--- config.mk ---
export PLATFORM = sky130hd
export DESIGN_NAME = hqt_front
export DESIGN_NICKNAME = d
export VERILOG_FILES = /design/src/hw/rtl/hqt_pkg.sv /design/src/hw/rtl/hqt_front.sv
export SDC_FILE = /design/constraint.sdc
export NUM_CORES = 1
export LEC_CHECK = 0
export BUFFER_PORTS_ARGS = -buffer_cell sky130_fd_sc_hd__buf_2
export CAP_MARGIN = 30
export CORE_MARGIN = 2
export CORE_UTILIZATION = 35
export DETAILED_ROUTE_END_ITERATION = 8
export HOLD_SLACK_MARGIN = 0.15
export PLACE_DENSITY = 0.65
export SYNTH_ARGS = -nofsm -noshare
export SYNTH_HDL_FRONTEND = slang
export SYNTH_SLANG_ARGS = --single-unit
--- constraint.sdc ---
create_clock -name clock -period 8.5 [get_ports clock]
set_input_delay 0.425 -clock clock [delete_from_list [all_inputs] [get_ports clock]]
set_output_delay 0.425 -clock clock [all_outputs]
set_load 0.005 [all_outputs]
--- src/hw/rtl/hqt_pkg.sv ---
// Shared types and constants for the heightmap triangle height query block.
package hqt_pkg;

   // Field widths fixed by the block's interface
   localparam int unsigned SAMPLE_W = 8;
   localparam int unsigned INDEX_W = 9;
   localparam int unsigned POS_W = 18;
   localparam int unsigned HEIGHT_W = 16;
   localparam int HEIGHT_MAX = 65535;

   // Upper bounds over the supported grid and fraction range
   localparam int unsigned WGT_MAX_W = 16;
   localparam int unsigned ADDR_MAX_W = 19;

   // Four parity banks: bit 0 is column parity, bit 1 is row parity
   localparam int unsigned BANKS = 4;
   localparam int unsigned QUEUE_DEPTH = 2;

   localparam logic [INDEX_W-1:0] TILE_COUNT_RESET = 9'd256;

   typedef enum logic {
      ACT_WRITE = 1'b0,
      ACT_QUERY = 1'b1
   } action_type;

   // One classified request as it travels from front to back
   typedef struct packed {
      logic                                 is_write;
      logic                                 on_land;
      logic                                 upper;
      logic                                 x_odd;
      logic                                 z_odd;
      logic [WGT_MAX_W-1:0]                 wgt_a;
      logic [WGT_MAX_W-1:0]                 wgt_b;
      logic [BANKS-1:0]                     bank_en;
      logic [SAMPLE_W-1:0]                  data;
      logic [BANKS-1:0][ADDR_MAX_W-1:0]     addr;
   } hqt_entry_type;

endpackage

--- src/hw/rtl/hqt_front.sv ---
// Front end: accepts requests, holds the tile count, classifies and addresses each request.
module hqt_front #(
   parameter int unsigned GRID_MAX = 256,
   parameter int unsigned FRAC_BITS = 8
) (
   input  logic                              clock,
   input  logic                              reset,
   input  logic                              start,
   output logic                              busy,
   input  logic                              req_action,
   input  logic [hqt_pkg::SAMPLE_W-1:0]      req_height_sample,
   input  logic [hqt_pkg::INDEX_W-1:0]       req_grid_col,
   input  logic [hqt_pkg::INDEX_W-1:0]       req_grid_row,
   input  logic signed [hqt_pkg::POS_W-1:0]  req_pos_x,
   input  logic signed [hqt_pkg::POS_W-1:0]  req_pos_z,
   input  logic                              csr_valid,
   output logic                              csr_ready,
   input  logic [hqt_pkg::INDEX_W-1:0]       csr_data,
   input  logic                              queue_full,
   output logic                              push,
   output hqt_pkg::hqt_entry_type            push_entry
);
   import hqt_pkg::*;

   localparam int unsigned IW = $clog2(GRID_MAX + 1);
   localparam int unsigned HALF = GRID_MAX / 2 + 1;
   localparam int unsigned HW = $clog2(HALF);
   localparam int unsigned AW = $clog2(HALF * HALF);
   localparam int unsigned XW = POS_W - 1 - FRAC_BITS;

   logic [INDEX_W-1:0]   tile_count_ff;
   logic [INDEX_W-1:0]   tile_count_in;
   logic [INDEX_W-1:0]   tile_eff;
   logic [XW-1:0]        cell_x;
   logic [XW-1:0]        cell_z;
   logic [FRAC_BITS-1:0] frac_x;
   logic [FRAC_BITS-1:0] frac_z;
   logic [FRAC_BITS-1:0] comp_x;
   logic [FRAC_BITS-1:0] comp_z;
   logic [FRAC_BITS:0]   frac_sum;
   logic                 upper;
   logic                 off_grid;
   logic [IW-1:0]        ix;
   logic [IW-1:0]        iz;
   logic                 wr_ok;
   logic [AW-1:0]        wr_addr;
   logic [AW-1:0]        q_addr [BANKS];

   // Accept a request whenever the queue has room and reset is released
   assign busy = reset | queue_full;
   assign push = start & ~busy;
   assign csr_ready = ~reset;

   // Hold the tile count register
   assign tile_count_in = (csr_valid && csr_ready) ? csr_data : tile_count_ff;

   always_ff @(posedge clock) begin
      if (reset) begin
         tile_count_ff <= TILE_COUNT_RESET;
      end else begin
         tile_count_ff <= tile_count_in;
      end
   end

   // Classify the query position against the grid in use
   assign tile_eff = (32'(tile_count_ff) > 32'(GRID_MAX)) ? INDEX_W'(GRID_MAX)
                                                          : tile_count_ff;
   assign cell_x = req_pos_x[POS_W-2:FRAC_BITS];
   assign cell_z = req_pos_z[POS_W-2:FRAC_BITS];
   assign frac_x = req_pos_x[FRAC_BITS-1:0];
   assign frac_z = req_pos_z[FRAC_BITS-1:0];
   assign comp_x = ~frac_x + FRAC_BITS'(1);
   assign comp_z = ~frac_z + FRAC_BITS'(1);
   assign frac_sum = {1'b0, frac_x} + {1'b0, frac_z};
   assign upper = frac_sum[FRAC_BITS];

   assign off_grid = req_pos_x[POS_W-1] || req_pos_z[POS_W-1]
                     || (32'(cell_x) >= 32'(tile_eff))
                     || (32'(cell_z) >= 32'(tile_eff));

   // Park the cell at the origin when off grid so bank reads stay in range
   assign ix = off_grid ? '0 : IW'(32'(cell_x));
   assign iz = off_grid ? '0 : IW'(32'(cell_z));

   // Address each parity bank for the four cell corners
   always_comb begin
      logic [IW:0] col_sum;
      logic [IW:0] row_sum;
      col_sum = '0;
      row_sum = '0;
      for (int b = 0; b < BANKS; b++) begin
         col_sum = {1'b0, ix} + (IW+1)'(b[0] ^ ix[0]);
         row_sum = {1'b0, iz} + (IW+1)'(b[1] ^ iz[0]);
         q_addr[b] = AW'(32'(row_sum[HW:1]) * HALF + 32'(col_sum[HW:1]));
      end
   end

   // Address the single bank that a sample write lands in
   assign wr_ok = (32'(req_grid_col) <= 32'(GRID_MAX)) && (32'(req_grid_row) <= 32'(GRID_MAX));
   assign wr_addr = AW'(32'(req_grid_row[INDEX_W-1:1]) * HALF
                        + 32'(req_grid_col[INDEX_W-1:1]));

   // Build the queue entry
   always_comb begin
      push_entry = '0;
      push_entry.is_write = (req_action == ACT_WRITE);
      push_entry.on_land = ~off_grid;
      push_entry.upper = upper;
      push_entry.x_odd = ix[0];
      push_entry.z_odd = iz[0];
      push_entry.wgt_a = WGT_MAX_W'(upper ? comp_x : frac_z);
      push_entry.wgt_b = WGT_MAX_W'(upper ? comp_z : frac_x);
      push_entry.data = req_height_sample;
      for (int b = 0; b < BANKS; b++) begin
         push_entry.bank_en[b] = wr_ok && (2'(b) == {req_grid_row[0], req_grid_col[0]});
         push_entry.addr[b] = ADDR_MAX_W'(push_entry.is_write ? wr_addr : q_addr[b]);
      end
   end

endmodule

# After elaboration in Yosys (flattened, before gate mapping)
# Index checks and enable logic that the tools add are counted.
dict set report word_totals {
  register_bits 9
  output_inout_bits 128
  elab_cells 53
}
dict set report op_classes {
  add_sub_neg 12
  mul 3
  n_lt_le_gt_ge 5
  n_eq_ne 3
  mux 9
  n_bitwise 10
  n_reduce_logical 10
}
# operator n
set op_table {}
lappend op_table {{15-bit by 8-bit adder with 15-bit output} 5}
lappend op_table {{15-bit two-way mux} 4}
lappend op_table {{8-bit by 8-bit multiplier with 15-bit output (second input constant)} 3}
lappend op_table {{9-bit by 1-bit adder with 9-bit output} 4}
lappend op_table {{9-bit two-way mux} 3}
lappend op_table {{9-bit greater-or-equal comparator} 2}
lappend op_table {{9-bit <= comparator (second input constant)} 2}
lappend op_table {{8-bit by 1-bit adder with 8-bit output (second input constant)} 2}
lappend op_table {{8-bit two-way mux} 2}
lappend op_table {{8-bit NOT} 2}
lappend op_table {{8-bit by 8-bit adder with 9-bit output} 1}
lappend op_table {{9-bit greater-than comparator (second input constant)} 1}
lappend op_table {{1-bit logical AND} 6}
lappend op_table {{1-bit NOT} 6}
lappend op_table {{2-bit equality test (first input constant)} 2}
lappend op_table {{1-bit logical OR} 3}
lappend op_table {{1-bit by 2-bit equality test with 1-bit output (first input constant)} 1}
lappend op_table {{2-bit logical NOT} 1}
lappend op_table {{1-bit bitwise AND} 1}
lappend op_table {{1-bit bitwise OR} 1}

# Depth between registers and ports, before layout
# Gate-level depths: netlist of the first run.
dict set report depth {
  word_depth 11
  depth_mapped 27
}

# Worst setup path after synthesis of the first run
# Ideal clock, no wire load.
dict set report synth_path {
  path_kind {reg2out}
  startpoint {register tile_count_ff[8]}
  endpoint {output push_entry[33] (netlist name)}
  arrival_ps 5092
  slack_ps 2983
  path_stages_with_launch 28
  path_buffers 2
  path_cell_list {dfxtp_1 clkinv_1 nand2_1 ha_1 o21ai_1 a21oi_1 nor4_2 o31a_1 nand2_1 clkbuf_1 nor2_1 ha_1 nand3_1 nor2_1 xnor2_1 nor2_1 ha_1 ha_1 ha_1 ha_1 buf_2 o211ai_1 o22ai_1 a41oi_1 xor2_1 or3_4 a2111o_1 a31oi_1}
}
# element line_no
set synth_rtl {}
lappend synth_rtl {{start, declared} hqt_front.sv:31} ;# logic [INDEX_W-1:0] tile_count_ff;
lappend synth_rtl {{start signal, assigned} hqt_front.sv:61} ;# tile_count_ff <= tile_count_in;
lappend synth_rtl {{end, declared} hqt_front.sv:21} ;# output hqt_pkg::hqt_entry_type push_entry

==> results of run 1 <==
[power breakdown]
part           internal [mW]  switching [mW]  total (mW)
combinational          0.145           0.193       0.338
clock                 0.0627          0.0208      0.0835
sequential            0.0451         0.00159      0.0466
[through the flow]
step	util, %	total power [mW]	worst slack [ns]	area [um2]	hold WS [ns]
after floorplan	-	0.261	2.98	5810	0.452
after global placement	40.8	0.383	2.17	6470	0.482
after detailed placement	40.8	0.384	1.96	6470	0.493
after CTS	41.2	0.471	1.68	6550	0.423
after global routing	41.2	0.511	0.942	6550	0.432
final	41.2	0.468	1.61	6550	0.422
[cell type report]
class | instances | area (um2) | share of cell area [%]
Multi-Input combinational cell | 715 | 5110 | 78.1
Timing Repair Buffer | 159 | 803 | 12.3
Tap cell | 216 | 270 | 4.12
Sequential cell | 9 | 180 | 2.75
Inverter | 28 | 105 | 1.60
Clock buffer | 4 | 78.8 | 1.20
[Yosys cell counts (all sizes together) (3+ instances only)]
cell type,instances
buf,48
nor3,25
o31a,4
a211oi,11
inv,27
nand2b,6
mux2i,10
and2,7
xnor3,4
o311ai,5
a21oi,34
a211o,4
a31oi,8
dfxtp,9
a311oi,6
nand4b,3
clkbuf,19
o21bai,3
o21ai,63
or3,7
nor2,67
ha,101
nor4,14
xnor2,34
and3,20
a21o,19
o21a,14
xor2,30
fa,6
or2,7
mux2,4
a31o,9
o31ai,3
nand2,78
o211ai,8
and4,5
nor2b,15
nand3,23
nand4,8
[logic make-up (layout without fill, tap and decap cells)]
kind of cell             count (synthesis)  after routing
AND/OR/NAND/NOR                        291            291
AO/OA/AOI/OAI                          203            203
adder cells (fa/ha/maj)                107            107
buffers and inverters                   95            191
XOR/XNOR                                68             68
multiplexers                            14             14
flip-flops                               9              9
other                                    1             32
[final timing paths]
check              startpoint               end  slack (ns)
max          tile_count_ff[8]    push_entry[33]        1.61
min               csr_data[1]  tile_count_ff[1]        0.42
max reg2reg  tile_count_ff[8]  tile_count_ff[8]        7.61
min reg2reg  tile_count_ff[5]  tile_count_ff[5]        0.50
[routing by layer]
layer / GRT usage, % / vias up
met4: 3.38 / 0
li1: - / 3080
met3: 2.12 / 24
met1: 27.6 / 2754
met5: 0 / -
met2: 32.8 / 232
[critical path, delay by kind of cell (launching register included)]
family / cells / cell delay [ns]
adder cells (fa/ha/maj): 6 / 1.47
buffers and inverters: 2 / 0.40
AND/OR/NAND/NOR: 7 / 1.76
AO/OA/AOI/OAI: 9 / 1.96
flip-flops: 1 / 0.32
XOR/XNOR: 2 / 0.30
==> flow_metrics.py, run 1 <==
metrics = {
    "synth": {
        "synth-main-ff-cell": "dfxtp_1",
        "synth-adder-area-share_pct": 24.3,
        "synth_seq_cells": 9,
        "synth_cells": 788,
        "yosys.area.top_type_share_pct": 22.2,
        "async_reset_ff_share_pct": 0,
        "yosysUniqueCellTypes": 67,
        "synth_area_per_cell_um2": 7.22,
        "synth_xor_area_share_pct": 11.4,
        "synthTopCellsByArea": "ha_1, buf_4, xnor2_1, o21ai_0, nand2_1",
        "syn_area_mm2": 0.00569,
        "synth_top_family_by_area": "simple AND/OR/NAND/NOR gates",
        "ys_seq_area_share_pct": 3.16,
        "synth_edf_count": 0,
        "yosysTopAreaCell": "ha_1",
        "synth-compound-area-share_pct": 23.6,
        "synth_mux_area_share_pct": 2.55,
        "synthSimpleGateAreaFrac_pct": 25.7,
        "ys.warnings.count": 0,
    },
    "detailed_routing": {
        "routed_wl_mm": 17.7,
        "drtPass1Iterations": 5,
        "ant_nets": 0,
        "first_iter_violations": 403,
        "drc": 0,
        "via_per_inst": 5.38,
        "wl_met1_mm": 8.22,
        "highest-signal-layer": "met4",
        "wl_met3_mm": 1.14,
        "wl_met2_mm": 8.10,
        "wl_per_cell_um": 15.7,
        "vias": 6090,
    },
    "global_route": {
        "grt_start_max_net_pins": 50,
        "grt_pass1_wl_mm": 28.8,
        "grt-ovfl-total": 0,
        "grt_pass1_vias": 5682,
        "antenna_found_initial": 0,
        "grt_util_all_layers_pct": 19.7,
    },
    "floorplanning": {
        "die-area_mm2": 0.0173,
        "die_x_um": 132,
        "num_rows": 46,
        "pin_count": 205,
        "dieHeight_um": 132,
        "initial_core_util_pct": 35.8,
        "core_mm2": 0.0159,
    },
    "pwr": {
        "p_per_area_mw_per_mm2": 71.5,
        "peakVddDrop_mv": 0.122,
        "p_leak_nw": 3.40,
    },
    "timing": {
        "worst_pin_slew_ns": 0.848,
        "relSlewSlack_pct": 43.5,
        "max_freq_mhz": 145,
        "hold_viol": 0,
        "rsz0062_at_grt": "false",
        "drv_slew": 0,
        "final.period_utilization_pct": 81.1,
        "period_needed_ns": 6.89,
        "setup_violations": 0,
        "fin_tns_setup_ns": 0,
        "fin_worst_skew_ns": 0,
    },
    "cells_and_area": {
        "regMostFlops": "tile_count_ff",
        "final_cells": 1131,
        "layout_common_cells": "buf_2, ha_1, nand2_1",
        "final_common_cell": "buf_2",
        "area_delta_synth_final_pct": 15.1,
        "antenna_cells": 0,
        "reg.largest.list": "tile_count_ff: 9 flops",
        "fillers": 1689,
        "nNetsFinal": 1100,
        "largest_reg_flops": 9,
        "drive_above_1_share_pct": 21.1,
    },
    "cts": {
        "cts_buffer_depth": 2,
        "clock_latency_ns": 0.24,
        "cts_tree": "built",
        "cts-resized-gates": 0,
        "cts.sinks": 9,
        "cts_max_level": 1,
        "clk_pin_slew_ns": 0.04,
        "cts_made_buffers": 3,
        "cts_setup_buffers": 0,
        "cts_root_buffer": "clkbuf_16",
        "cts_hold_buffers": 0,
    },
    "setup_path": {
        "critPathKind": "reg2out",
        "end_kind": "primary output",
        "r2r_cells": 2,
        "crit_required_ns": 8.08,
        "critical_path.slowest_cell": "o31a_1",
        "cp.arrival_ns": 6.46,
        "crit_path_max_fanout": 17,
        "slowest_delay_ns": 0.50,
        "crit_path_start_kind": "register",
        "cp_common_cell": "ha_1",
    },
    "worst_hold_path": {
        "min_path_type": "in2reg",
        "whs_path_depth": 3,
    },
    "place": {
        "dp_hpwl_mm": 15.0,
        "io_buffers": 156,
        "dp_cells": 1127,
        "place.gp.congestion": 0.899,
    },
    "run": {
        "cap_violations": 0,
    },
    "outcome": {
        "status": "finished, final reports clean",
    },
}
No activity file was read; power rests on OpenSTA's default activity.
==> inputs of run 2 (changes only) <==
--- a/config.mk
+++ b/config.mk
@@ -5,13 +5,14 @@
 export SDC_FILE = /design/constraint.sdc
 export NUM_CORES = 1
 export LEC_CHECK = 0
+export ABC_AREA = 1
 export BUFFER_PORTS_ARGS = -buffer_cell sky130_fd_sc_hd__buf_2
 export CAP_MARGIN = 30
 export CORE_MARGIN = 2
 export CORE_UTILIZATION = 35
 export DETAILED_ROUTE_END_ITERATION = 8
 export HOLD_SLACK_MARGIN = 0.15
-export PLACE_DENSITY = 0.65
+export PLACE_DENSITY = 0.68
 export SYNTH_ARGS = -nofsm -noshare
 export SYNTH_HDL_FRONTEND = slang
 export SYNTH_SLANG_ARGS = --single-unit
==> constraint.sdc (replaced) <==
create_clock -name clock -period 6.1 [get_ports clock]
set_input_delay 0.305 -clock clock [delete_from_list [all_inputs] [get_ports clock]]
set_output_delay 0.305 -clock clock [all_outputs]
set_load 0.005 [all_outputs]
==> run 2 against run 1 <==
Worst hold slack worse by 0.14 ns. Critical path type unchanged. Largest power group unchanged. First-iteration DRC count shrank 29%. Critical endpoint is now push_entry[14]. Cell count rose by 9.5%. Synthesized area decreased by 4.3%.
==> flow_metrics.py, run 2 <==
metrics = {
    "cts": {
        "cts_tree": "built",
        "cts.sinks": 9,
        "clk_pin_slew_ns": 0.04,
        "cts_buffer_depth": 2,
        "cts_root_buffer": "clkbuf_16",
        "cts_made_buffers": 3,
        "cts_max_level": 1,
        "cts_hold_buffers": 0,
        "clock_latency_ns": 0.24,
    },
    "detailed_routing": {
        "first_iter_violations": 285,
        "wl_per_cell_um": 12.7,
        "vias": 5952,
        "via_per_inst": 4.80,
        "drc": 0,
        "ant_nets": 0,
        "routed_wl_mm": 15.7,
        "drtPass1Iterations": 4,
    },
    "setup_path": {
        "cp_common_cell": "nand2_1",
        "critPathBufInv": 5,
        "crit_required_ns": 5.79,
        "crit_path_start_kind": "register",
        "cp.arrival_ns": 5.19,
        "crit_family": "simple AND/OR/NAND/NOR gates",
        "crit_path_max_fanout": 7,
        "slowest_delay_ns": 0.37,
        "r2r_cells": 2,
        "end_kind": "primary output",
        "worstSetupPathDepth": 36,
        "critPathKind": "reg2out",
        "critical_path.slowest_cell": "ha_1",
    },
    "cells_and_area": {
        "nNetsFinal": 1236,
        "regMostFlops": "tile_count_ff",
        "reg.largest.list": "tile_count_ff: 9 flops",
        "final_area_mm2": 0.00640,
        "final_common_cell": "nand2_1",
        "largest_reg_flops": 9,
        "drive_above_1_share_pct": 22.3,
        "post-route-util_pct": 42.1,
        "antenna_cells": 0,
        "area_delta_synth_final_pct": 17.6,
        "layout_common_cells": "nand2_1, buf_2, inv_1",
        "final_cells": 1239,
    },
    "global_route": {
        "grt_pass1_vias": 5424,
        "grt_start_max_net_pins": 45,
        "antenna_found_initial": 0,
        "grt_util_all_layers_pct": 18.3,
        "grt_pass1_wl_mm": 25.2,
        "grt-ovfl-total": 0,
    },
    "worst_hold_path": {
        "whs_path_depth": 3,
        "min_path_type": "in2reg",
    },
    "synth": {
        "async_reset_ff_share_pct": 0,
        "synth-main-ff-cell": "dfxtp_1",
        "ys_seq_area_share_pct": 3.31,
        "yosys.area.top_type_share_pct": 23.2,
        "yosysTopAreaCell": "ha_1",
        "syn_area_mm2": 0.00545,
        "yosysUniqueCellTypes": 47,
        "synth_cells": 906,
        "ys.warnings.count": 0,
        "synth_seq_cells": 9,
        "yosysMostFrequentCell": "nand2_1",
        "synth_area_per_cell_um2": 6.01,
        "synth_common_cells": "nand2_1, inv_1, ha_1",
        "synth_edf_count": 0,
        "synthTopCellsByArea": "ha_1, nand2_1, inv_1, o21ai_0, nor2_1",
    },
    "timing": {
        "worst_pin_slew_ns": 1.04,
        "period_needed_ns": 5.50,
        "hold_viol": 0,
        "fin_tns_setup_ns": 0,
        "hold_ws_ns": 0.280,
        "setup_violations": 0,
        "relSlewSlack_pct": 30.9,
        "final.period_utilization_pct": 90.1,
        "max_freq_mhz": 182,
        "fin_worst_skew_ns": 0,
        "drv_slew": 0,
    },
    "run": {
        "cap_violations": 0,
    },
    "floorplanning": {
        "dieHeight_um": 129,
        "core_mm2": 0.0152,
        "num_rows": 45,
        "initial_core_util_pct": 35.8,
        "die-area_mm2": 0.0166,
        "die_x_um": 129,
        "pin_count": 205,
    },
    "outcome": {
        "status": "finished, final reports clean",
    },
    "place": {
        "dp_cells": 1229,
        "placed_area_mm2": 0.00623,
        "dp_hpwl_mm": 13.7,
        "io_buffers": 156,
        "place.gp.congestion": 0.877,
    },
    "pwr": {
        "peakVddDrop_mv": 0.146,
        "p_leak_nw": 3.79,
        "p_per_area_mw_per_mm2": 94.8,
    },
}
[run 2: cell count changes after synthesis, moves of 16 or more]
cell     previous run  this run
o21ai_0            59        80
nor2_1             65        94
and3_1             19         1
a21o_1             19         2
inv_1              27       119
nand2_1            78       220
xnor2_1            34         5
xor2_1             30        14
[run 2: cell type report]
class / count / area (um2)
clock buffers: 4 / 78.8
fillers: 1663 / 8800
inverters: 127 / 480
multi-input cells: 748 / 4600
flip-flops and latches: 9 / 180
well taps: 188 / 235
repair buffers: 163 / 833
[run 2: final timing paths]
path / from / to / slack, ns
setup / recovery: tile_count_ff[0] / push_entry[14] / 0.60
hold / removal: csr_data[8] / tile_count_ff[8] / 0.28
setup reg to reg: tile_count_ff[0] / tile_count_ff[0] / 5.37
hold reg to reg: tile_count_ff[0] / tile_count_ff[0] / 0.52
[run 2: worst reg2reg max path, cell delays in order (launching register included)]
cell and delay, ns:
dfxtp_1 0.34, inv_1 0.07, a211oi_1 0.23
[run 2: power by group]
part	internal, mW	leakage, nW	switching, mW	total (mW)
Combinational	0.171	3.68	0.255	0.426
Clock	0.0873	0.0382	0.0281	0.115
Sequential	0.0634	0.0749	0.00307	0.0664
Total	0.321	3.79	0.286	0.607
[run 2: through the flow]
stage	power, mW	worst slack [ns]
global placement	0.485	0.759
detailed placement	0.488	0.649
floorplan	0.334	1.30
finish	0.607	0.604
global route	0.676	-0.0400
CTS	0.608	0.366
[run 2: cells by family (layout without fill, tap and decap cells)]
| family | Yosys count | count (layout) | synth area share, % |
|---|---|---|---|
| AO/OA/AOI/OAI | 159 | 159 | 16.2 |
| flip-flops | 9 | 9 | 3.31 |
| other | 1 | 32 | 0.0689 |
| adder cells (fa/ha/maj) | 107 | 107 | 25.4 |
| XOR/XNOR | 21 | 21 | 3.65 |
| AND/OR/NAND/NOR | 427 | 427 | 35.6 |
| multiplexers | 2 | 2 | 0.413 |
| buffers and inverters | 180 | 294 | 15.3 |
[run 2: routing by layer]
| layer | wire (um) | vias up | track usage (%) |
|---|---|---|---|
| met5 | 0 | - | 0 |
| met4 | 91 | 0 | 1.92 |
| met3 | 892 | 7 | 1.79 |
| met1 | 7510 | 2587 | 24.9 |
| met2 | 7190 | 174 | 32.4 |
| li1 | - | 3184 | - |
[run 2: repair_timing]
item	CTS	global route
gates resized for setup	0	12
setup buffers	0	6
setup endpoints to repair	0	16
