--- src/hw/rtl/hqt_pkg.sv ---
// Shared types and constants for the heightmap triangle height query block.
package hqt_pkg;

   // Field widths fixed by the block's interface
   localparam int unsigned SAMPLE_W = 8;
   localparam int unsigned INDEX_W = 9;
   localparam int unsigned POS_W = 18;
   localparam int unsigned HEIGHT_W = 16;
   localparam int HEIGHT_MAX = 65535;

   // Upper bounds over the supported grid and fraction range
   localparam int unsigned WGT_MAX_W = 16;
   localparam int unsigned ADDR_MAX_W = 19;

   // Four parity banks: bit 0 is column parity, bit 1 is row parity
   localparam int unsigned BANKS = 4;
   localparam int unsigned QUEUE_DEPTH = 2;

   localparam logic [INDEX_W-1:0] TILE_COUNT_RESET = 9'd256;

   typedef enum logic {
      ACT_WRITE = 1'b0,
      ACT_QUERY = 1'b1
   } action_type;

   // One classified request as it travels from front to back
   typedef struct packed {
      logic                                 is_write;
      logic                                 on_land;
      logic                                 upper;
      logic                                 x_odd;
      logic                                 z_odd;
      logic [WGT_MAX_W-1:0]                 wgt_a;
      logic [WGT_MAX_W-1:0]                 wgt_b;
      logic [BANKS-1:0]                     bank_en;
      logic [SAMPLE_W-1:0]                  data;
      logic [BANKS-1:0][ADDR_MAX_W-1:0]     addr;
   } hqt_entry_type;

endpackage

--- src/hw/rtl/hqt_queue.sv ---
// Short request queue between the front end and the back end.
module hqt_queue #(
   parameter int unsigned DEPTH = 2
) (
   input  logic                   clock,
   input  logic                   reset,
   input  logic                   push,
   input  hqt_pkg::hqt_entry_type push_entry,
   output logic                   full,
   input  logic                   pop,
   output hqt_pkg::hqt_entry_type pop_entry,
   output logic                   empty
);
   import hqt_pkg::*;

   localparam int unsigned PW = $clog2(DEPTH);
   localparam int unsigned CW = $clog2(DEPTH + 1);

   hqt_entry_type entries_ff [DEPTH];
   logic [PW-1:0] wr_ptr_ff;
   logic [PW-1:0] wr_ptr_in;
   logic [PW-1:0] rd_ptr_ff;
   logic [PW-1:0] rd_ptr_in;
   logic [CW-1:0] count_ff;
   logic [CW-1:0] count_in;
   logic          do_push;
   logic          do_pop;

   assign full = (count_ff == CW'(DEPTH));
   assign empty = (count_ff == '0);
   assign do_push = push & ~full;
   assign do_pop = pop & ~empty;
   assign pop_entry = entries_ff[rd_ptr_ff];

   // Advance the pointers with wrap and track the fill level
   always_comb begin
      wr_ptr_in = wr_ptr_ff;
      rd_ptr_in = rd_ptr_ff;
      count_in = count_ff;
      if (do_push) begin
         wr_ptr_in = (wr_ptr_ff == PW'(DEPTH - 1)) ? '0 : wr_ptr_ff + PW'(1);
      end
      if (do_pop) begin
         rd_ptr_in = (rd_ptr_ff == PW'(DEPTH - 1)) ? '0 : rd_ptr_ff + PW'(1);
      end
      unique case ({do_push, do_pop})
         2'b10:   count_in = count_ff + CW'(1);
         2'b01:   count_in = count_ff - CW'(1);
         default: count_in = count_ff;
      endcase
   end

   always_ff @(posedge clock) begin
      if (reset) begin
         wr_ptr_ff <= '0;
         rd_ptr_ff <= '0;
         count_ff <= '0;
      end else begin
         wr_ptr_ff <= wr_ptr_in;
         rd_ptr_ff <= rd_ptr_in;
         count_ff <= count_in;
      end
   end

   // Store the incoming request
   always_ff @(posedge clock) begin
      if (do_push) begin
         entries_ff[wr_ptr_ff] <= push_entry;
      end
   end

endmodule

--- config.mk ---
export PLATFORM = sky130hd
export DESIGN_NAME = hqt_queue
export DESIGN_NICKNAME = d
export VERILOG_FILES = /design/src/hw/rtl/hqt_pkg.sv /design/src/hw/rtl/hqt_queue.sv
export SDC_FILE = /design/constraint.sdc
export NUM_CORES = 1
export LEC_CHECK = 0
export BUFFER_PORTS_ARGS = -buffer_cell sky130_fd_sc_hd__buf_2
export CAP_MARGIN = 5
export CORE_UTILIZATION = 56
export DETAILED_ROUTE_END_ITERATION = 8
export GPL_ROUTABILITY_DRIVEN = 0
export PLACE_DENSITY_LB_ADDON = 0.3
export SETUP_SLACK_MARGIN = 0.4
export SYNTH_ARGS = -nofsm -noshare
export SYNTH_HDL_FRONTEND = slang
export SYNTH_SLANG_ARGS = --single-unit
--- constraint.sdc ---
create_clock -name clock -period 6.3 [get_ports clock]
set_input_delay 0.63 -clock clock [delete_from_list [all_inputs] [get_ports clock]]
set_output_delay 0.63 -clock clock [all_outputs]
set_load 0.01 [all_outputs]
## After elaboration in Yosys (flattened, before gate mapping)

Memory sizes are Yosys's and may differ from the RTL's. A register that Yosys moved wholly into a read port is not among the register bits.
Cells that the tools add are included.

| cells by class | value |
|---|---|
| add/sub/neg operators | 4 |
| equality and inequality tests | 3 |
| multiplexer cells | 7 |
| bitwise gates (word level) | 4 |
| reductions and logical operators | 2 |

Operator list:

| kind | number |
|---|---|
| $mux 1 | 6 |
| $eq 2x2->1 const B | 2 |
| $pmux 2 s2 | 1 |
| $add 1x1->1 const B | 2 |
| $add 2x1->2 const B | 1 |
| $and 1x1->1 | 2 |
| $eq 2x1->1 const B | 1 |
| $logic_not 2->1 | 1 |
| $not 1->1 | 2 |
| $reduce_bool 2->1 | 1 |
| $sub 2x1->2 const B | 1 |

| storage, ports and cells | value |
|---|---|
| flip-flop bits (word level) | 4 |
| memory bits (writable) | 250 |
| input bits | 129 |
| output and inout bits | 127 |
| logic and storage cells | 24 |
| memories kept | 1 |

Memory list:

| name | words | bits a word | rd ports | clocked after memory_dff | wr ports | line | source |
|---|---|---|---|---|---|---|---|
| entries_ff | 2 | 125 | 1 | 1 | 1 | hqt_queue.sv:19 | `hqt_entry_type entries_ff [DEPTH];` |

## Longest topological paths before layout

Gate-level depths: netlist of the first run.

| depth | value |
|---|---|
| depth in word-level cells | 5 |
| mapped depth | 6 |
| mapped depth without buffers | 6 |

## Least setup slack after synthesis of the first run

Ideal clock, no wire load.

| timing | value |
|---|---|
| path type | input to register |
| start | input push |
| end | memory entries_ff[1][0] in the netlist's numbering (enable) |
| library setup time | 0.500 ns |
| arrival time | 3.559 ns |
| required time | 5.800 ns |
| path slack | 2.241 ns |
| stages | 1 |
| buffers on the path | 0 |
| cell sequence | and3_1 |

| between the ends | value |
|---|---|
| longest elaborated chain between the ends | 3 |

RTL lines:

| what | line | source |
|---|---|---|
| start, declared | hqt_queue.sv:7 | `input logic push,` |
| $and 1x1->1 | hqt_queue.sv:31 | `assign do_push = push & ~full;` |
| $mux 1 | hqt_queue.sv:67 | `if (do_push) begin` |
| $mux 1 (implied by the code) | hqt_queue.sv:68 | `entries_ff[wr_ptr_ff] <= push_entry;` |
| end, declared | hqt_queue.sv:19 |  |

Every way passes these cells.

==> results of run 1 <==
cell families (layout without fill, tap and decap cells):
kind of cell / after synthesis / in the layout / synth area share (%)
other: 0 / 2 / 0
buffers and inverters: 17 / 305 / 1.25
flip-flops: 255 / 255 / 82.3
AND/OR/NAND/NOR: 9 / 9 / 0.501
multiplexers: 125 / 125 / 15.2
adder cells (fa/ha/maj): 1 / 1 / 0.135
AO/OA/AOI/OAI: 5 / 5 / 0.298
XOR/XNOR: 3 / 3 / 0.284
state kept, by name, summed over array words and instances, names as in the netlist, named ones only:
signal,count
entries_ff,250
rd_ptr_ff,1
wr_ptr_ff,1
count_ff,2
synth_stat cells, drive strengths merged (2+ instances only):
master,instances
nor2,4
a21oi,2
or3,2
xnor2,2
buf,14
dfxtp,5
inv,3
edfxtp,250
mux2,125
o21ai,2
critical path: cells and delay by family, from the launching register on:
kind / cells / cell delay, ns
DFF: 1 / 0.86
muxes: 1 / 0.43
buffers and inverters: 2 / 0.92
layout make-up:
type	instances	share of cell area (%)
tap	216	2.36
inverter	3	0.120
clock inverter	6	0.240
timing repair buffer	258	11.3
sequential	255	66.4
clock buffer	38	6.15
antenna	2	0.0437
multi-input combinational	143	13.3
per-layer routing:
| metal | track usage, % | vias to the layer above |
|---|---|---|
| li1 | - | 2195 |
| met1 | 21.5 | 2259 |
| met2 | 33.0 | 189 |
| met3 | 7.25 | 33 |
| met4 | 5.41 | 2 |
| met5 | 0 | - |
power groups by stage:
stage / sequential, mW / clock, mW / combinational (mW)
detailed placement: 2.30 / 0 / 1.12
global placement: 2.28 / 0 / 1.10
global route: 2.28 / 1.42 / 1.19
CTS: 2.26 / 1.35 / 1.13
finish: 2.26 / 1.33 / 1.11
floorplan: 2.24 / 0 / 0.768
worst paths after layout:
path / depth (start not counted) / startpoint / end / slack (ns)
worst min register to register: 2 / wr_ptr_ff / wr_ptr_ff / 0.50
worst min-delay path: 1 / push_entry[18] / entries_ff[0][18] / 0.32
worst max-delay path: 3 / flip-flop / pop_entry[111] / 2.86
worst max register to register: 5 / count_ff[0] / entries_ff[0][12] / 3.42
through the flow:
stage / util, % / hold slack [ns]
2_1_floorplan: - / 0.452
3_3_place_gp: 67.0 / 0.483
3_5_place_dp: 67.0 / 0.494
4_1_cts: 71.6 / 0.295
5_1_grt: 71.6 / 0.291
6_report: 71.6 / 0.315
==> flow_summary.toml, run 1 <==
[status]
status = "complete, no violations"

[finish]
syn_to_final_growth_pct = 23.9
multi_input_area_um2 = 1530
final_cell_area_um2 = 11500
layout_common_cells = "255 x buf_2, 250 x edfxtp_1, 125 x mux2_2"
fillCellCount = 1029
final_common_cell = "buf_2"
seq_area_um2 = 7610
stdcell_count = 921
nets = 816
drive_gt1_share_pct = 59.7

[timing]
tns_ns = 0
max_slew.worst_pin.slew_ns = 0.879
final_max_slew_viol_count = 0
fin_crit_ns = 3.44
fmax_ghz = 0.291
post-route-period-util_pct = 54.6
relSlewSlack_pct = 41.4
worst_slack_ns = 2.86
timing_hold_violations_final = 0
finalClockSkew_ns = 0.00594
rsz0062_at_grt = "false"
setup_viol = 0

[pwr]
combPwrFrac_pct = 23.6
internal_power_mw = 3.44
p_per_area_nw_per_um2 = 409
seqPwrFrac_pct = 48.1
p_leak_nw = 4.28
p_total_mw = 4.69
vdd_drop_max_uv = 404
clkPwrFrac_pct = 28.3
swShare_pct = 26.6
power.switching_mw = 1.25

[grt]
grt-ovfl-total = 0
grt_pass1_vias = 4825
grt_usage_pct = 18.8
antenna_found_initial = 3
grt_start_max_net_pins = 67
grt_pass1_wl_mm = 24.1

[clocking]
cts_sinks = 255
cts_hold_buf = 0
cts_buffer_depth = 3
clock_latency_ns = 0.50
cts_tree = "done"
post_cts_resized = 0
root_buffer = "clkbuf_16"
cts_made_buffers = 25
path_clk_slew_ns = 0.06
post_cts_buffers = 0
h-tree-depth = 1

[drt]
wl_per_cell_um = 18.3
drtAntennaViolNets = 0
drcViolationCount = 0
top_layer = "met5"
wl_met1_mm = 6.33
drt_iter0_drc = 279
firstDrtPassIters = 4
via_count = 4678
wl_met3_mm = 1.66
route.met2.wl_mm = 8.44
routed_wl_mm = 16.8
drt-vias-per-instance = 5.08

[die]
die-area_um2 = 17000
die_y_um = 130
start_util_pct = 57.8
row_count = 46
die_w_um = 130
fp.coreArea_um2 = 16000
io-pin-count = 256

[worst_setup_path]
crit_fanout = 65
arrival_ns = 2.81
crit_chain = "buf_4 > mux2_2 > buf_2"
max_stage_delay_ns = 0.86
cp-start-kind = "flip-flop"
crit_slowest_cell = "dfxtp_4"
critPathKind = "reg -> out"
endpoint_kind = "primary output"
cp_data_required_time_ns = 5.67

[yosys]
synth-warning-count = 0
syn_inst = 415
ys_seq_elements = 255
yosys.area.top_type = "edfxtp_1"
ys_types = 19
synthFlopType = "edfxtp_1"
synth_nets = 545
synth_area_leaders = "edfxtp_1 81%, mux2_2 15%, dfxtp_1 1.1%"
synth_area_um2 = 9240
ys_seq_area_share_pct = 82.3
async_reset_ff_share_pct = 0
synth_edf_count = 250
syn_avg_cell_area_um2 = 22.3
synth_top_area_share_pct = 81.2

[placed_design]
place_ws_ns = 3.24
placed_cells = 875
dpl_cell_area_um2 = 10700
io_buffers = 255
place_hpwl_mm = 10.9

[worst_hold_path]
hold_class = "in -> reg"

[flow_run]
drv_cap = 0
Note: power is estimated with default switching activity, not from simulation.
==> run 2: changes to the inputs <==
--- a/config.mk
+++ b/config.mk
@@ -7,7 +7,7 @@
 export LEC_CHECK = 0
 export BUFFER_PORTS_ARGS = -buffer_cell sky130_fd_sc_hd__buf_2
 export CAP_MARGIN = 5
-export CORE_UTILIZATION = 56
+export CORE_UTILIZATION = 47
 export DETAILED_ROUTE_END_ITERATION = 8
 export GPL_ROUTABILITY_DRIVEN = 0
 export PLACE_DENSITY_LB_ADDON = 0.3
==> constraint.sdc (replaced) <==
create_clock -name clock -period 3.1 [get_ports clock]
set_input_delay 0.31 -clock clock [delete_from_list [all_inputs] [get_ports clock]]
set_output_delay 0.31 -clock clock [all_outputs]
set_load 0.01 [all_outputs]
==> run 2 against run 1 <==
Combinational power is 130% higher. First-iteration DRC count down 35%. Global-route usage up 0.27 points. Cell count is 19% higher. Total power increased by 110%. Register-to-register slack worse by 2.4 ns. Clock power up 120%. Critical path type unchanged. Critical endpoint is now pop_entry[105]. Largest power group unchanged.
==> flow_summary.toml, run 2 (synthesis gave the netlist of run 1 again) <==
[drt]
route.met2.wl_mm = 9.96
drtAntennaViolNets = 0
via_count = 5268
wl_per_cell_um = 17.9
drcViolationCount = 0
wl_met1_mm = 7.66
top_layer = "met4"
drt-vias-per-instance = 4.81
firstDrtPassIters = 6
wl_met3_mm = 1.55
drt_iter0_drc = 180
routed_wl_mm = 19.6

[pwr]
p_per_area_nw_per_um2 = 773
p_leak_nw = 4.87
vdd_drop_max_uv = 561

[clocking]
path_clk_slew_ns = 0.06
cts_buffer_depth = 3
root_buffer = "clkbuf_16"
clock_latency_ns = 0.52
cts_tree = "done"
cts_made_buffers = 26
post_cts_buffers = 0
cts_sinks = 255
h-tree-depth = 1

[finish]
diodes = 0
multi_input_area_um2 = 1540
stdcell_count = 1095
syn_to_final_growth_pct = 39.7
fillCellCount = 1286
final_common_cell = "buf_2"
largest_reg_flops = 250
drive_gt1_share_pct = 51.7
seq_area_um2 = 7610
layout_common_cells = "255 x buf_2, 250 x edfxtp_1, 125 x mux2_2, 125 x dlygate4sd3_1, 27 x clkbuf_16"
nets = 946
regMostFlops = "entries_ff"
reg_top3 = "entries_ff (250), count_ff (2)"

[timing]
rsz0062_at_grt = "false"
relSlewSlack_pct = 47.8
setup_viol = 0
final_max_slew_viol_count = 0
post-route-period-util_pct = 78.1
timing_hold_violations_final = 0
finalClockSkew_ns = 0.0133
fin_crit_ns = 2.42
fmax_ghz = 0.413
tns_ns = 0
max_slew.worst_pin.slew_ns = 0.783

[die]
fp.coreArea_um2 = 19000
io-pin-count = 256
die_w_um = 142
die-area_um2 = 20200
row_count = 50
die_y_um = 142
start_util_pct = 48.6

[worst_setup_path]
crit_chain = "buf_4 > mux2_2 > buf_2"
cp-start-kind = "flip-flop"
max_stage_delay_ns = 0.51
crit_slowest_cell = "dfxtp_4"
critPathKind = "reg -> out"
arrival_ns = 2.11
crit_fanout = 40
timing.critical_path.buf_inv = 2
cp_top_family = "buffers and inverters"
cp_data_required_time_ns = 2.79
endpoint_kind = "primary output"

[status]
status = "complete, no violations"

[placed_design]
io_buffers = 255
placed_cells = 923
place_hpwl_mm = 11.4

[grt]
grt_pass1_wl_mm = 29.6
antenna_found_initial = 0
grt-ovfl-total = 0
grt_pass1_vias = 5587
grt_usage_pct = 19.1
grt_start_max_net_pins = 69

[flow_run]
drv_cap = 0

[worst_hold_path]
hold_class = "in -> reg"
[run 2: cell count changes in the layout (fill, tap and decap cells not counted), sizes merged]
| cell | before | now |
|---|---|---|
| inv | 3 | 2 |
| diode | 2 | 0 |
| clkinvlp | 0 | 1 |
| clkinv | 6 | 10 |
| buf | 258 | 262 |
| clkbuf | 38 | 37 |
| dlygate4sd3 | 0 | 125 |
[run 2: final cells by class]
cell class	count	area share, %
Multi-Input combinational cell	143	11.9
Sequential cell	255	59.0
Clock inverter	10	0.388
Timing Repair Buffer	387	20.3
Clock buffer	37	5.83
Inverter	3	0.136
Tap cell	260	2.52
[run 2: worst reg2reg max path, stage by stage, from the launching register on]
cell        delay, ns
dfxtp_2          0.39
nand2b_4         0.17
inv_4            0.04
or3_4            0.34
clkinvlp_4       0.10
buf_4            0.62
[run 2: power breakdown]
group          total [mW]  switching (mW)  internal (mW)
clock network        2.91            1.23           1.68
registers            4.51           0.160           4.35
logic                2.55            1.32           1.23
[run 2: path summary, 6_finish.rpt]
path                            slack [ns]     startpoint  cells past startpoint                  to
worst max-delay path                  0.68      flip-flop                      3      pop_entry[105]
worst min-delay path                  0.01  push_entry[6]                      1    entries_ff[1][6]
worst max register to register        1.03    count_ff[0]                      5  entries_ff[0][101]
worst min register to register        0.52      wr_ptr_ff                      2           wr_ptr_ff
[run 2: timing repair]
item | in CTS | in global routing
resized for setup | 0 | 0
hold endpoints to repair | 253 | 0
hold buffers | 125 | 0
[run 2: stage by stage]
step | util, % | area [µm²] | power [mW] | worst slack [ns] | hold WS (ns)
2_1_floorplan | - | 9260 | 6.10 | 0.216 | 0.375
3_3_place_gp | 57.1 | 10900 | 6.93 | 1.13 | 0.491
3_5_place_dp | 57.1 | 10900 | 7.00 | 1.06 | 0.502
4_1_cts | 67.9 | 12900 | 10.0 | 0.621 | 0.00234
5_1_grt | 67.9 | 12900 | 10.4 | 0.583 | 0.00142
6_report | 67.9 | 12900 | 9.98 | 0.680 | 0.0136
[run 2: layer usage]
metal	vias to the layer above	track usage [%]
li1	2454	-
met1	2573	21.8
met2	204	34.4
met3	37	5.59
met4	0	5.89
met5	-	0
==> run 3: changes to the inputs <==
--- a/config.mk
+++ b/config.mk
@@ -5,9 +5,10 @@
 export SDC_FILE = /design/constraint.sdc
 export NUM_CORES = 1
 export LEC_CHECK = 0
+export ABC_AREA = 1
 export BUFFER_PORTS_ARGS = -buffer_cell sky130_fd_sc_hd__buf_2
 export CAP_MARGIN = 5
-export CORE_UTILIZATION = 47
+export CORE_UTILIZATION = 52
 export DETAILED_ROUTE_END_ITERATION = 8
 export GPL_ROUTABILITY_DRIVEN = 0
 export PLACE_DENSITY_LB_ADDON = 0.3
==> constraint.sdc (replaced) <==
create_clock -name clock -period 2.51 [get_ports clock]
set_input_delay 0.251 -clock clock [delete_from_list [all_inputs] [get_ports clock]]
set_output_delay 0.251 -clock clock [all_outputs]
set_load 0.01 [all_outputs]
==> run 3 against run 2 <==
Wire length up 1.7%. Largest cell class unchanged. Critical path type unchanged. Sequential cell count is the same. Clock power is 29% higher. Largest power group unchanged. Non-clock buffer count grew 2. First-iteration DRC count increased by 57%.
==> flow_summary.toml, run 3 <==
[status]
status = "complete, no violations"

[drt]
firstDrtPassIters = 4
drtAntennaViolNets = 0
via_count = 5406
drcViolationCount = 0
drt-vias-per-instance = 5.02
routed_wl_mm = 19.9
drt_iter0_drc = 283
wl_per_cell_um = 18.5

[finish]
layout_common_cells = "255 x buf_2, 250 x edfxtp_1, 125 x dlygate4sd3_1"
regMostFlops = "entries_ff"
drive_gt1_share_pct = 51.2
multi_input_area_um2 = 1730
largest_reg_flops = 250
seq_area_um2 = 7610
final_common_cell = "buf_2"
stdcell_count = 1077
reg_top3 = "entries_ff (250), count_ff (2)"
fillCellCount = 1013
nets = 963
syn_to_final_growth_pct = 39.3
diodes = 0

[yosys]
ys_seq_elements = 255
async_reset_ff_share_pct = 0
synth_edf_count = 250
ys_seq_area_share_pct = 80.4
synth_area_um2 = 9460
synth_nets = 559
synth-warning-count = 0
syn_avg_cell_area_um2 = 22.1
yosys.area.top_type = "edfxtp_1"
ys_types = 13
syn_inst = 429
synthMostInstantiatedCell = "edfxtp_1"
yosys-top-cells-count = "250 x edfxtp_1, 75 x mux2_2, 50 x mux2_4"
synth_top_area_share_pct = 79.3
synth_area_leaders = "edfxtp_1 79%, mux2_2 8.9%, mux2_4 7.9%"
synthFlopType = "edfxtp_1"

[timing]
fin_crit_ns = 2.03
post-route-period-util_pct = 81.0
setup_viol = 0
final_max_slew_viol_count = 0
tns_ns = 0
fmax_ghz = 0.492
timing_hold_violations_final = 0
relSlewSlack_pct = 62.0
finalClockSkew_ns = 0.0143
max_slew.worst_pin.slew_ns = 0.570
rsz0062_at_grt = "false"

[worst_setup_path]
r2r_start = "count_ff[1]"
endpoint_kind = "primary output"
r2r-end = "entries_ff[0][43]"
crit_fanout = 39
arrival_ns = 1.78
critPathKind = "reg -> out"
reg2reg_slack_ns = 0.86
r2r_cells = 6
cp-start-kind = "flip-flop"
cp_data_required_time_ns = 2.26

[pwr]
p_leak_nw = 5.10
p_per_area_nw_per_um2 = 866
vdd_drop_max_uv = 642

[grt]
grt_usage_pct = 21.1
grt-ovfl-total = 0
grt_pass1_wl_mm = 29.6
antenna_found_initial = 0
grt_pass1_vias = 5717
grt_start_max_net_pins = 91

[die]
die_w_um = 137
io-pin-count = 256
die-area_um2 = 18700
die_y_um = 137
start_util_pct = 54.0
row_count = 48
fp.coreArea_um2 = 17500

[clocking]
root_buffer = "clkbuf_16"
cts_sinks = 255
cts_tree = "done"
h-tree-depth = 1
path_clk_slew_ns = 0.06
cts_buffer_depth = 3
cts_made_buffers = 27
clock_latency_ns = 0.52

[placed_design]
place_hpwl_mm = 11.7
placed_cells = 902
io_buffers = 255

[worst_hold_path]
hold_path_startpoint = "reset"
hold_class = "in -> reg"
min_path_cells = 4
min_to = "wr_ptr_ff"

[flow_run]
drv_cap = 0
## run 3: cell types whose count changed in the layout (fill, tap and decap cells not counted), moves of 4 or more
cell / delta
clkbuf_8: -4
clkinv_2: -4
inv_1: +5
mux2_2: -50
mux2_4: +50
nand2_1: +6
nor2_1: +7
## run 3: worst max-delay path by stage
stage / startpoint / to / slack [ns] / depth (start not counted)
after floorplan: count_ff[1] / entries_ff[1][0] / -0.38 / 5
after global placement: push / entries_ff[0][0] / 0.91 / 6
after detailed placement: count_ff[1] / entries_ff[0][108] / 0.88 / 6
after CTS: flip-flop / pop_entry[26] / 0.49 / 3
after global routing: flip-flop / pop_entry[14] / 0.43 / 3
final: flip-flop / pop_entry[14] / 0.48 / 3
## run 3: area by class of cell
class | count | share of cell area, %
Clock buffer | 36 | 5.38
Clock inverter | 12 | 1.02
Inverter | 9 | 0.285
Multi-Input combinational cell | 151 | 13.1
Sequential cell | 255 | 57.8
Tap cell | 225 | 2.14
Timing Repair Buffer | 389 | 20.3
## run 3: report_power, final
group	internal [mW]	leakage, nW	switching (mW)
Sequential	5.21	2.38	0.135
Combinational	1.16	2.32	1.16
Clock	2.20	0.399	1.54
Total	8.58	5.10	2.84
## run 3: timing repair
item,4_1_cts,5_1_grt
hold endpoints to repair,250,0
endpoints found under the setup margin,58,0
resized for setup,2,0
hold buffers,125,0
setup buffers,2,0
## run 3: worst max-delay path, cell delays in order, from the launching register on
cell	delay (ns)
dfxtp_4	0.43
buf_16	0.28
mux2_2	0.38
buf_2	0.15
## run 3: kinds of logic (layout without fill, tap and decap cells)
group,Yosys count,in the layout,share of synthesized area (%)
adder cells (fa/ha/maj),1,1,0.132
multiplexers,125,125,16.9
AND/OR/NAND/NOR,23,23,0.939
AO/OA/AOI/OAI,2,2,0.106
flip-flops,255,255,80.4
buffers and inverters,23,446,1.56
## run 3: per-stage QoR
step | hold WS (ns) | area (µm²) | utilization, % | power (mW) | worst slack, ns
floorplan | 0.350 | 9490 | - | 6.78 | -0.384
global placement | 0.439 | 11100 | 63.0 | 7.49 | 0.914
detailed placement | 0.442 | 11100 | 63.0 | 7.56 | 0.876
CTS | 0.0359 | 13200 | 75.2 | 11.5 | 0.486
global route | 0.0756 | 13200 | 75.2 | 11.8 | 0.428
finish | 0.0537 | 13200 | 75.2 | 11.4 | 0.478
## run 3: routing by layer
metal	track usage (%)	up-vias	share of wire (%)
met5	0	-	0
met3	5.33	29	8.1
met4	5.62	0	1.6
met2	38.6	232	52
met1	24.5	2656	39
li1	-	2489	-
